<file path="src/rtl/bpfdc_pkg.sv">
package bpfdc_pkg;

	localparam int DEPTH     = 64;
	localparam int ID_BITS   = 18;
	localparam int TIME_BITS = 30;

	// store address and held-count widths
	localparam int AW = (DEPTH > 1) ? $clog2(DEPTH) : 1;
	localparam int CW = $clog2(DEPTH + 1);

	// fixed field widths
	localparam int FUNC_BITS  = 2;
	localparam int LIM_BITS   = 7;
	localparam int MATCH_BITS = 7;
	localparam int CMPW       = (CW > LIM_BITS) ? CW : LIM_BITS;

	localparam logic [LIM_BITS-1:0] LIMIT_RESET = LIM_BITS'(64);

	// operation codes
	localparam logic [FUNC_BITS-1:0] OP_ADD = 2'd0;
	localparam logic [FUNC_BITS-1:0] OP_FWD = 2'd1;
	localparam logic [FUNC_BITS-1:0] OP_CNT = 2'd2;

	// register indexes
	localparam logic REG_LIMIT = 1'b0;

	typedef struct packed {
		logic [FUNC_BITS-1:0] func;
		logic [ID_BITS-1:0]   source;
		logic [ID_BITS-1:0]   destination;
		logic [TIME_BITS-1:0] timestamp;
		logic [TIME_BITS-1:0] start_time;
		logic [TIME_BITS-1:0] end_time;
	} in_t;

	typedef struct packed {
		logic                  added;
		logic                  forward_valid;
		logic [ID_BITS-1:0]    out_source;
		logic [ID_BITS-1:0]    out_destination;
		logic [TIME_BITS-1:0]  out_timestamp;
		logic [MATCH_BITS-1:0] match_count;
	} out_t;

	typedef struct packed {
		logic [ID_BITS-1:0]   src;
		logic [ID_BITS-1:0]   dst;
		logic [TIME_BITS-1:0] ts;
	} entry_t;

	// controller to datapath
	typedef struct packed {
		logic start;
		logic step;
		logic commit;
	} cmd_t;

	// datapath to controller
	typedef struct packed {
		logic scan_done;
		logic out_free;
	} status_t;

endpackage

</file>
<file path="src/rtl/bpfdc_ctrl.sv">
module bpfdc_ctrl import bpfdc_pkg::*; (
	input  logic    clk,
	input  logic    arst_n,
	input  logic    in_valid,
	output logic    in_ready,
	input  status_t status,
	output cmd_t    cmd
);

	localparam logic ST_IDLE = 1'b0;
	localparam logic ST_SCAN = 1'b1;

	logic state_q;

	always_comb begin
		cmd      = '0;
		in_ready = 1'b0;
		case (state_q)
			ST_IDLE: begin
				in_ready  = 1'b1;
				cmd.start = in_valid;
			end
			ST_SCAN: begin
				cmd.step   = 1'b1;
				cmd.commit = status.scan_done & status.out_free;
			end
			default: begin
				cmd = '0;
			end
		endcase
	end

	always_ff @(posedge clk or negedge arst_n) begin
		if (!arst_n) begin
			state_q <= ST_IDLE;
		end else begin
			case (state_q)
				ST_IDLE: begin
					if (in_valid) state_q <= ST_SCAN;
				end
				ST_SCAN: begin
					if (status.scan_done && status.out_free) state_q <= ST_IDLE;
				end
				default: begin
					state_q <= ST_IDLE;
				end
			endcase
		end
	end

endmodule

</file>
<file path="src/rtl/bpfdc_dp.sv">
module bpfdc_dp import bpfdc_pkg::*; (
	input  logic                clk,
	input  logic                arst_n,
	input  cmd_t                cmd,
	output status_t             status,
	input  in_t                 in_data,
	input  logic [LIM_BITS-1:0] limit,
	output logic                out_valid,
	input  logic                out_ready,
	output out_t                out_data
);

	function automatic logic [AW-1:0] wrap_add(logic [AW-1:0] a, logic [AW-1:0] b);
		logic [AW:0] s;
		s = {1'b0, a} + {1'b0, b};
		if (s >= (AW+1)'(DEPTH)) s = s - (AW+1)'(DEPTH);
		return s[AW-1:0];
	endfunction

	entry_t mem [DEPTH];
	entry_t rd_s1;
	logic   rd_v_s1;

	in_t            req_q;
	logic [AW-1:0]  head_q;
	logic [CW-1:0]  count_q;
	logic [CW-1:0]  idx_q;
	logic [CW-1:0]  match_q;
	logic           dup_q;
	logic           out_valid_q;
	out_t           out_q;

	logic [CW-1:0]   scan_len;
	logic            issue;
	logic [AW-1:0]   rd_addr;
	logic            hit_dup;
	logic            hit_cnt;
	logic [CMPW-1:0] lim_raw;
	logic [CMPW-1:0] lim_eff;
	logic            full;
	logic [AW-1:0]   head_inc;
	logic [AW-1:0]   wr_addr;
	logic            wr_en;
	out_t            res;

	always_comb begin
		case (req_q.func)
			OP_ADD:  scan_len = count_q;
			OP_CNT:  scan_len = count_q;
			OP_FWD:  scan_len = (count_q != '0) ? CW'(1) : '0;
			default: scan_len = '0;
		endcase
	end

	assign issue   = cmd.step && (idx_q < scan_len);
	assign rd_addr = wrap_add(head_q, idx_q[AW-1:0]);

	assign hit_dup = (rd_s1.src == req_q.source) && (rd_s1.dst == req_q.destination) &&
	                 (rd_s1.ts == req_q.timestamp);
	assign hit_cnt = (rd_s1.dst == req_q.destination) && (rd_s1.ts >= req_q.start_time) &&
	                 (rd_s1.ts <= req_q.end_time);

	// limit clamped to 1..DEPTH
	always_comb begin
		lim_raw = CMPW'(limit);
		if (lim_raw == '0) lim_eff = CMPW'(1);
		else if (lim_raw > CMPW'(DEPTH)) lim_eff = CMPW'(DEPTH);
		else lim_eff = lim_raw;
	end

	assign full     = CMPW'(count_q) >= lim_eff;
	assign head_inc = wrap_add(head_q, AW'(1));
	assign wr_addr  = wrap_add(head_q, count_q[AW-1:0]);
	assign wr_en    = cmd.commit && (req_q.func == OP_ADD) && !dup_q;

	always_comb begin
		res = '0;
		case (req_q.func)
			OP_ADD: begin
				res.added = !dup_q;
			end
			OP_FWD: begin
				if (count_q != '0) begin
					res.forward_valid   = 1'b1;
					res.out_source      = rd_s1.src;
					res.out_destination = rd_s1.dst;
					res.out_timestamp   = rd_s1.ts;
				end
			end
			OP_CNT: begin
				res.match_count = MATCH_BITS'(match_q);
			end
			default: begin
				res = '0;
			end
		endcase
	end

	assign status.scan_done = (idx_q >= scan_len) && !rd_v_s1;
	assign status.out_free  = !out_valid_q || out_ready;

	// packet store
	always_ff @(posedge clk) begin
		if (wr_en) mem[wr_addr] <= '{src: req_q.source, dst: req_q.destination,
		                             ts: req_q.timestamp};
		if (issue) rd_s1 <= mem[rd_addr];
	end

	always_ff @(posedge clk) begin
		if (cmd.start) req_q <= in_data;
		if (cmd.commit) out_q <= res;
	end

	always_ff @(posedge clk or negedge arst_n) begin
		if (!arst_n) begin
			head_q      <= '0;
			count_q     <= '0;
			idx_q       <= '0;
			match_q     <= '0;
			dup_q       <= 1'b0;
			rd_v_s1     <= 1'b0;
			out_valid_q <= 1'b0;
		end else begin
			rd_v_s1 <= issue;
			if (cmd.start) begin
				idx_q   <= '0;
				match_q <= '0;
				dup_q   <= 1'b0;
			end else begin
				if (issue) idx_q <= idx_q + CW'(1);
				if (rd_v_s1) begin
					dup_q <= dup_q | hit_dup;
					if (hit_cnt) match_q <= match_q + CW'(1);
				end
			end

			if (cmd.commit) begin
				case (req_q.func)
					OP_ADD: begin
						if (!dup_q) begin
							if (full) head_q <= head_inc;
							else count_q <= count_q + CW'(1);
						end
					end
					OP_FWD: begin
						if (count_q != '0) begin
							head_q  <= head_inc;
							count_q <= count_q - CW'(1);
						end
					end
					default: begin
						count_q <= count_q;
					end
				endcase
			end

			if (cmd.commit) out_valid_q <= 1'b1;
			else if (out_ready) out_valid_q <= 1'b0;
		end
	end

	assign out_valid = out_valid_q;
	assign out_data  = out_q;

endmodule

</file>
<file path="src/rtl/bounded_packet_fifo_dedup_count_core.sv">
// Bounded packet buffer with duplicate filter and per-destination count.
// Input channel (in_valid/in_ready/in_data): one request per transfer;
//   func selects add, forward oldest, or count by destination and time range.
// Output channel (out_valid/out_ready/out_data): exactly one result transfer
//   per request, in request order.
// Config: APB-style port, register 0 (byte address 0) is memory_limit,
//   reset 64, clamped to 1..DEPTH in use. Write only while idle.
// Flow: a request is taken only when the block is idle. Add and count
//   requests walk the held entries through the single read port of the
//   packet store, one entry a cycle; forward reads only the oldest entry,
//   and unused codes read none. A new request is taken the cycle after
//   the result is loaded.
// Stall: the result sits in an output register; the next request is taken and
//   scanned while it waits, and its own result holds until the slot frees.
// Reset: arst_n clears head, count, and handshake state and restores the
//   limit; store contents are left as they are and never read unless written.
module bounded_packet_fifo_dedup_count_core import bpfdc_pkg::*; (
	input  logic        clk,
	input  logic        arst_n,
	// request channel
	input  logic        in_valid,
	output logic        in_ready,
	input  in_t         in_data,
	// result channel
	output logic        out_valid,
	input  logic        out_ready,
	output out_t        out_data,
	// config port
	input  logic        psel,
	input  logic        penable,
	input  logic        pwrite,
	input  logic [2:0]  paddr,
	input  logic [31:0] pwdata,
	output logic [31:0] prdata,
	output logic        pready
);

	logic [LIM_BITS-1:0] limit_q;
	cmd_t                cmd;
	status_t             status;

	// register write on the access phase; pready tied high
	assign pready = 1'b1;

	always_ff @(posedge clk or negedge arst_n) begin
		if (!arst_n) begin
			limit_q <= LIMIT_RESET;
		end else if (psel && penable && pwrite && (paddr[2] == REG_LIMIT)) begin
			limit_q <= pwdata[LIM_BITS-1:0];
		end
	end

	assign prdata = (paddr[2] == REG_LIMIT) ? {{(32-LIM_BITS){1'b0}}, limit_q} : '0;

	bpfdc_ctrl u_ctrl (
		.clk      (clk),
		.arst_n   (arst_n),
		.in_valid (in_valid),
		.in_ready (in_ready),
		.status   (status),
		.cmd      (cmd)
	);

	bpfdc_dp u_dp (
		.clk       (clk),
		.arst_n    (arst_n),
		.cmd       (cmd),
		.status    (status),
		.in_data   (in_data),
		.limit     (limit_q),
		.out_valid (out_valid),
		.out_ready (out_ready),
		.out_data  (out_data)
	);

endmodule
</file>
<file path="config.mk">
export PLATFORM = sky130hd
export DESIGN_NAME = bounded_packet_fifo_dedup_count_core
export DESIGN_NICKNAME = d
export VERILOG_FILES = /design/src/rtl/bpfdc_pkg.sv /design/src/rtl/bpfdc_ctrl.sv /design/src/rtl/bpfdc_dp.sv /design/src/rtl/bounded_packet_fifo_dedup_count_core.sv
export SDC_FILE = /design/constraint.sdc
export NUM_CORES = 2
export LEC_CHECK = 0
export BUFFER_PORTS_ARGS = -buffer_cell sky130_fd_sc_hd__buf_4
export CAP_MARGIN = 25
export CORE_MARGIN = 2
export CORE_UTILIZATION = 45
export CTS_BUF_LIST = sky130_fd_sc_hd__clkbuf_8
export DETAILED_ROUTE_END_ITERATION = 8
export PLACE_DENSITY = 0.7
export SLEW_MARGIN = 30
export SYNTH_ARGS = -nofsm -noshare
export SYNTH_HDL_FRONTEND = slang
export SYNTH_HIERARCHICAL = 1
export SYNTH_MEMORY_MAX_BITS = 65536
export SYNTH_SLANG_ARGS = --single-unit
</file>
<file path="constraint.sdc">
create_clock -name clk -period 9 [get_ports clk]
set_clock_uncertainty 0.15 [all_clocks]
set_input_delay 0.9 -clock clk [delete_from_list [all_inputs] [get_ports clk]]
set_output_delay 0.9 -clock clk [all_outputs]
set_load 0.01 [all_outputs]
</file>
# ---- After elaboration in Yosys (flattened, before gate mapping)
# Memories as Yosys holds them, arrays and structs flattened. A register that Yosys moved wholly into a read port is not among the register bits.
# Index checks and enable logic that the tools add are counted.
dict set report totals {
  register_bits 241
  romBits 0
  ram_bits 4224
  inputBits 170
  latch_bits 0
  n_memories 1
}
# memory depth width rd rd_ports_with_merged_regs wr line
set mem_list {}
lappend mem_list {u_dp.mem 64 66 1 1 1 bpfdc_dp.sv:20} ;# entry_t mem [DEPTH];
dict set report op_classes {
  n_reduce_logical 29
  shifts 0
  n_div 0
  muxes 34
  n_eq_ne 9
  n_lt_le_gt_ge 9
  n_mul 0
  bitwise 4
  addsub 10
}
# cell count
set ops {}
lappend ops {{$mux 7} 11}
lappend ops {{$mux 67} 1}
lappend ops {{$eq 18x18->1} 2}
lappend ops {{$mux 6} 6}
lappend ops {{$eq 30x30->1} 1}
lappend ops {{$ge 30x30->1} 1}
lappend ops {{$le 30x30->1} 1}
lappend ops {{$pmux 7 s2} 2}
lappend ops {{$add 7x1->7 const B} 3}
lappend ops {{$ge 7x7->1 const B} 3}
lappend ops {{$sub 6x1->6 const B} 3}
lappend ops {{$add 6x6->7} 2}
lappend ops {{$ge 7x7->1} 2}
lappend ops {{$logic_and 1x1->1} 12}
lappend ops {{$pmux 6 s2} 1}
lappend ops {{$mux 1} 11}
lappend ops {{$reduce_and 5->1} 2}
lappend ops {{$reduce_bool 2->1} 5}
lappend ops {{$add 6x1->7 const B} 1}
lappend ops {{$gt 7x7->1 const B} 1}
lappend ops {{$logic_not 7->1} 1}
lappend ops {{$lt 7x7->1} 1}
lappend ops {{$reduce_bool 7->1} 1}
lappend ops {{$sub 7x1->7 const B} 1}
lappend ops {{14 further kinds} 20}

# ---- Logic depth before layout (Yosys ltp)
dict set report logic_depth {
  ltp_word 11
  ltp_mapped 15
}

# ---- Cells and area by module
# Netlist, hierarchy kept.
# mod seq_area_each_um2 n_inst area_per_inst_um2 cells_per_inst
set modules_own_cells {}
lappend modules_own_cells {bpfdc_dp 135670.1 1 173392.5 7139}
lappend modules_own_cells {bounded_packet_fifo_dedup_count_core 176.4 1 543.0 50}
lappend modules_own_cells {bpfdc_ctrl 25.0 1 66.3 7}

# ---- Worst setup path before layout
# Ideal clock, no wire load.
dict set report synth_path {
  path_type {reg-to-reg}
  startpoint {register u_dp.count_q[4]}
  endpoint {memory u_dp/mem[10][0] in the netlist's numbering (enable)}
  slack_ps 2223
  setup_ps 491
  required_time_ps 8359
  period_less_slack_ps 6777
  path_stages_with_launch 15
  arrival_ps 6136
  path_buffers 0
  cell_sequence {dfrtp_1 > nor4_1 > a21oi_1 > a21o_1 > ha_1 > nor2b_1 > o21ai_0 > a21oi_1 > nor4_1 > nor2_1 > and3_4 > nand2b_1 > nor3_1 > nand3_1 > nor2_1}
}
# item line
set synth_lines {}
lappend synth_lines {{start, declared} bpfdc_dp.sv:26} ;# logic [CW-1:0] count_q;
lappend synth_lines {{start signal, assigned} bpfdc_dp.sv:142} ;# else count_q <= count_q + CW'(1);
lappend synth_lines {{start signal, assigned} bpfdc_dp.sv:148} ;# count_q <= count_q - CW'(1);
lappend synth_lines {{start signal, assigned} bpfdc_dp.sv:152} ;# count_q <= count_q;
lappend synth_lines {{end, declared} bpfdc_dp.sv:20}

==> impl_metrics.py <==
metrics = {
    "status": {
        "outcome": "finished clean",
    },
    "clock_tree": {
        "clkLatencyLatePin_ns": 1.22,
        "cts_root_buf": "clkbuf_8",
        "clock-sinks": 4531,
        "clkTransAtPathRegs_ns": 0.06,
        "clock_path_buffers": 4,
        "cts_buffers": 665,
        "cts_max_level": 6,
        "cts-resized-gates": 0,
        "cts_tree": "done",
    },
    "routing": {
        "wl_per_cell_um": 29.8,
        "drt_first_pass_iters": 5,
        "wirelength_um": 413000,
        "vias": 81200,
        "ant_nets": 0,
        "drc": 0,
        "drt_iter0_drc": 10600,
        "via_per_inst": 5.86,
    },
    "yosys": {
        "ys_warn_count": 6,
        "synth_cells": 7196,
        "synth_largest_area_cell": "edfxtp_1",
        "synth.area.top_cells": "edfxtp_1 (78%), mux4_2 (17%), ha_1 (0.66%), dfrtp_1 (0.53%), buf_2 (0.41%)",
        "yosys.area.top_type_share_pct": 77.5,
        "synth.avg_cell_area_um2": 24.2,
        "yosys.cell_types.count": 56,
        "yosysSeqAreaShare_pct": 78.1,
        "synth_edf_count": 4493,
        "synth-main-ff-cell": "edfxtp_1",
        "async_flop_share_pct": 0.839,
        "ys_seq_elements": 4531,
        "syn_area_um2": 174000,
    },
    "worst_setup_path": {
        "startpoint_type": "register",
        "crit_chain": "nor4_1 -> a21oi_1 -> a21o_1 -> ha_1 -> nor2b_1 -> o21ai_0 -> a21oi_1 -> nor4_1 -> nor2_1 -> and3_4 -> nand2b_1 -> nor3_1 -> nand3_1 -> buf_4 -> nor2_4 -> buf_4",
        "r2r_slack_ns": 2.46,
        "required_ns": 9.69,
        "max_stage_delay_ns": 0.73,
        "crit_arrival_ns": 7.24,
        "critPathMaxFanout": 36,
        "endpoint_kind": "register",
        "path_class": "register to register",
        "crit_slowest_cell": "nor4_1",
    },
    "pwr": {
        "pwr-share-comb_pct": 44.5,
        "leakage_uw": 0.0626,
        "sequentialPowerShare_pct": 34.5,
        "clock_power_share_pct": 21.1,
        "vdd_ir_drop_max_uv": 624,
        "switchingPower_uw": 25500,
        "powerDensity_nw_per_um2": 370,
        "total_power_uw": 73000,
        "power_switching_share_pct": 35.0,
        "internal-power_uw": 47500,
    },
    "final_layout": {
        "n_fill_cell": 29100,
        "ff_latch_area_um2": 136000,
        "drive_gt1_share_pct": 31.5,
        "layout_common_cells": "edfxtp_1 (4,493), mux4_2 (1,320), clkbuf_8 (680)",
        "design_area_um2": 197000,
        "layout.cells.most_common": "edfxtp_1",
        "multi_input_area_um2": 36900,
        "num-nets-final": 8402,
        "synthToLayoutAreaGrowth_pct": 13.4,
    },
    "floorplanning": {
        "initial_core_util_pct": 45.1,
        "die_y_um": 626,
        "io_pins": 280,
        "core_area_um2": 385000,
        "die-area_um2": 392000,
        "die_w_um": 626,
        "rows": 228,
    },
    "placed_design": {
        "port_buffers": 226,
        "place_area_um2": 184000,
        "gp_congestion": 0.832,
        "dp_hpwl_um": 231000,
    },
    "job": {
        "drv_cap": 0,
    },
    "min_path": {
        "hp-class": "primary input to async pin",
    },
    "grt": {
        "grt_pass1_wl_um": 591000,
        "antenna_found_initial": 31,
        "grt_pass1_vias": 83600,
        "grt_max_degree": 141,
        "grt_use_total_pct": 20.9,
        "gr-total-overflow": 0,
    },
    "sta": {
        "fmax_ghz": 0.153,
        "rsz0062_at_grt": "false",
        "setup_violations": 0,
        "drv_slew": 0,
        "fin_hold_ws_ns": 0.147,
        "hold_viol": 0,
        "finalCritPeriodShare_pct": 72.7,
        "tns_ns": 0,
        "finalCriticalPeriod_ns": 6.54,
        "worst_pin_slew_ns": 1.03,
        "relSlewSlack_pct": 31.2,
    },
}
==> power groups by stage <==
stage	clock network, µW	registers (µW)	logic (µW)
global placement	0	25600	32100
CTS	15700	25100	32700
global route	16500	25200	34300
floorplan	0	25600	22200
finish	15400	25200	32500
detailed placement	0	25600	32500
==> cell type report <==
cell class,count,share of cell area [%]
well taps,5175,3.28
flip-flops and latches,4531,68.9
clock buffers,680,4.74
repair buffers,622,2.84
multi-input cells,2242,18.7
clock inverters,520,1.45
inverters,75,0.143
diodes,10,0.0127
==> layer usage <==
layer  vias to the layer above  wire length, µm  GRT usage (%)
li1                      32800                -              -
met3                       651            39800           3.91
met5                         -               35              0
met4                         6            13800           7.07
met1                     43500           155000           28.2
met2                      4197           204000           34.4
==> logic make-up after synthesis <==
| group | after synthesis | share of synthesized area (%) |
|---|---|---|
| buffers and inverters | 447 | 1.13 |
| adders and majority gates | 95 | 0.696 |
| xor gates and xnor gates | 95 | 0.478 |
| muxes | 1404 | 17.6 |
| and+or+nand+nor | 402 | 1.24 |
| other | 2 | 0.00432 |
| DFF | 4531 | 78.1 |
| AOI/OAI and AO/OA | 220 | 0.776 |
==> per-stage QoR <==
| stage | setup WS (ns) | instances | utilization (%) |
|---|---|---|---|
| CTS | 2.38 | 13800 | 51.2 |
| floorplan | 2.22 | 7220 | - |
| finish | 2.46 | 13900 | 51.2 |
| global route | 2.04 | 13900 | 51.2 |
| global placement | 2.11 | 12500 | 47.6 |
| detailed placement | 2.40 | 12500 | 47.6 |
==> Yosys cell counts, types with 58 or more instances <==
| master | instances |
|---|---|
| edfxtp_1 | 4493 |
| xor2_1 | 58 |
| mux2i_1 | 68 |
| ha_1 | 92 |
| nor2b_1 | 77 |
| a211oi_1 | 69 |
| inv_1 | 74 |
| and3_1 | 68 |
| nor2_1 | 102 |
| buf_2 | 144 |
| a21oi_1 | 111 |
| mux4_2 | 1320 |
| clkbuf_1 | 184 |
==> critical path: cells and delay by family (launching register included) <==
family,cells,cell delay [ns]
buf+inv,2,0.87
compound gates,4,0.85
flops,1,0.46
simple gates,9,3.65
fa+ha+maj,1,0.18
==> repair_timing <==
action                                 4_1_cts  5_1_grt
setup buffers                                0        0
endpoints found under the hold margin      173        0
hold buffers                               137        0
==> sequential cells by signal (all words and copies together), names as in the netlist <==
| signal | cells |
|---|---|
| u_ctrl/state_q | 1 |
| u_dp/mem | 4224 |
| u_dp/rd_s1 | 66 |
| u_dp/out_data | 75 |
| u_dp/out_valid | 1 |
| u_dp/idx_q | 7 |
| u_dp/dup_q | 1 |
| u_dp/head_q | 6 |
| limit_q | 7 |
| u_dp/match_q | 7 |
| u_dp/count_q | 7 |
| u_dp/req_q | 128 |
| u_dp/rd_v_s1 | 1 |
==> worst paths after layout <==
kind | end | depth (start not counted) | startpoint
max | u_dp/mem[14][32] | 16 | u_dp/count_q[4]
min | u_ctrl/state_q | 2 | arst_n
max reg2reg | u_dp/mem[14][32] | 16 | u_dp/count_q[4]
min reg2reg | u_dp/dup_q | 2 | u_dp/dup_q
max in group asynchronous | u_dp/match_q[4] | 2 | arst_n
min in group clk | limit_q[1] | 3 | pwrite
No activity file was read; power rests on OpenSTA's default activity.
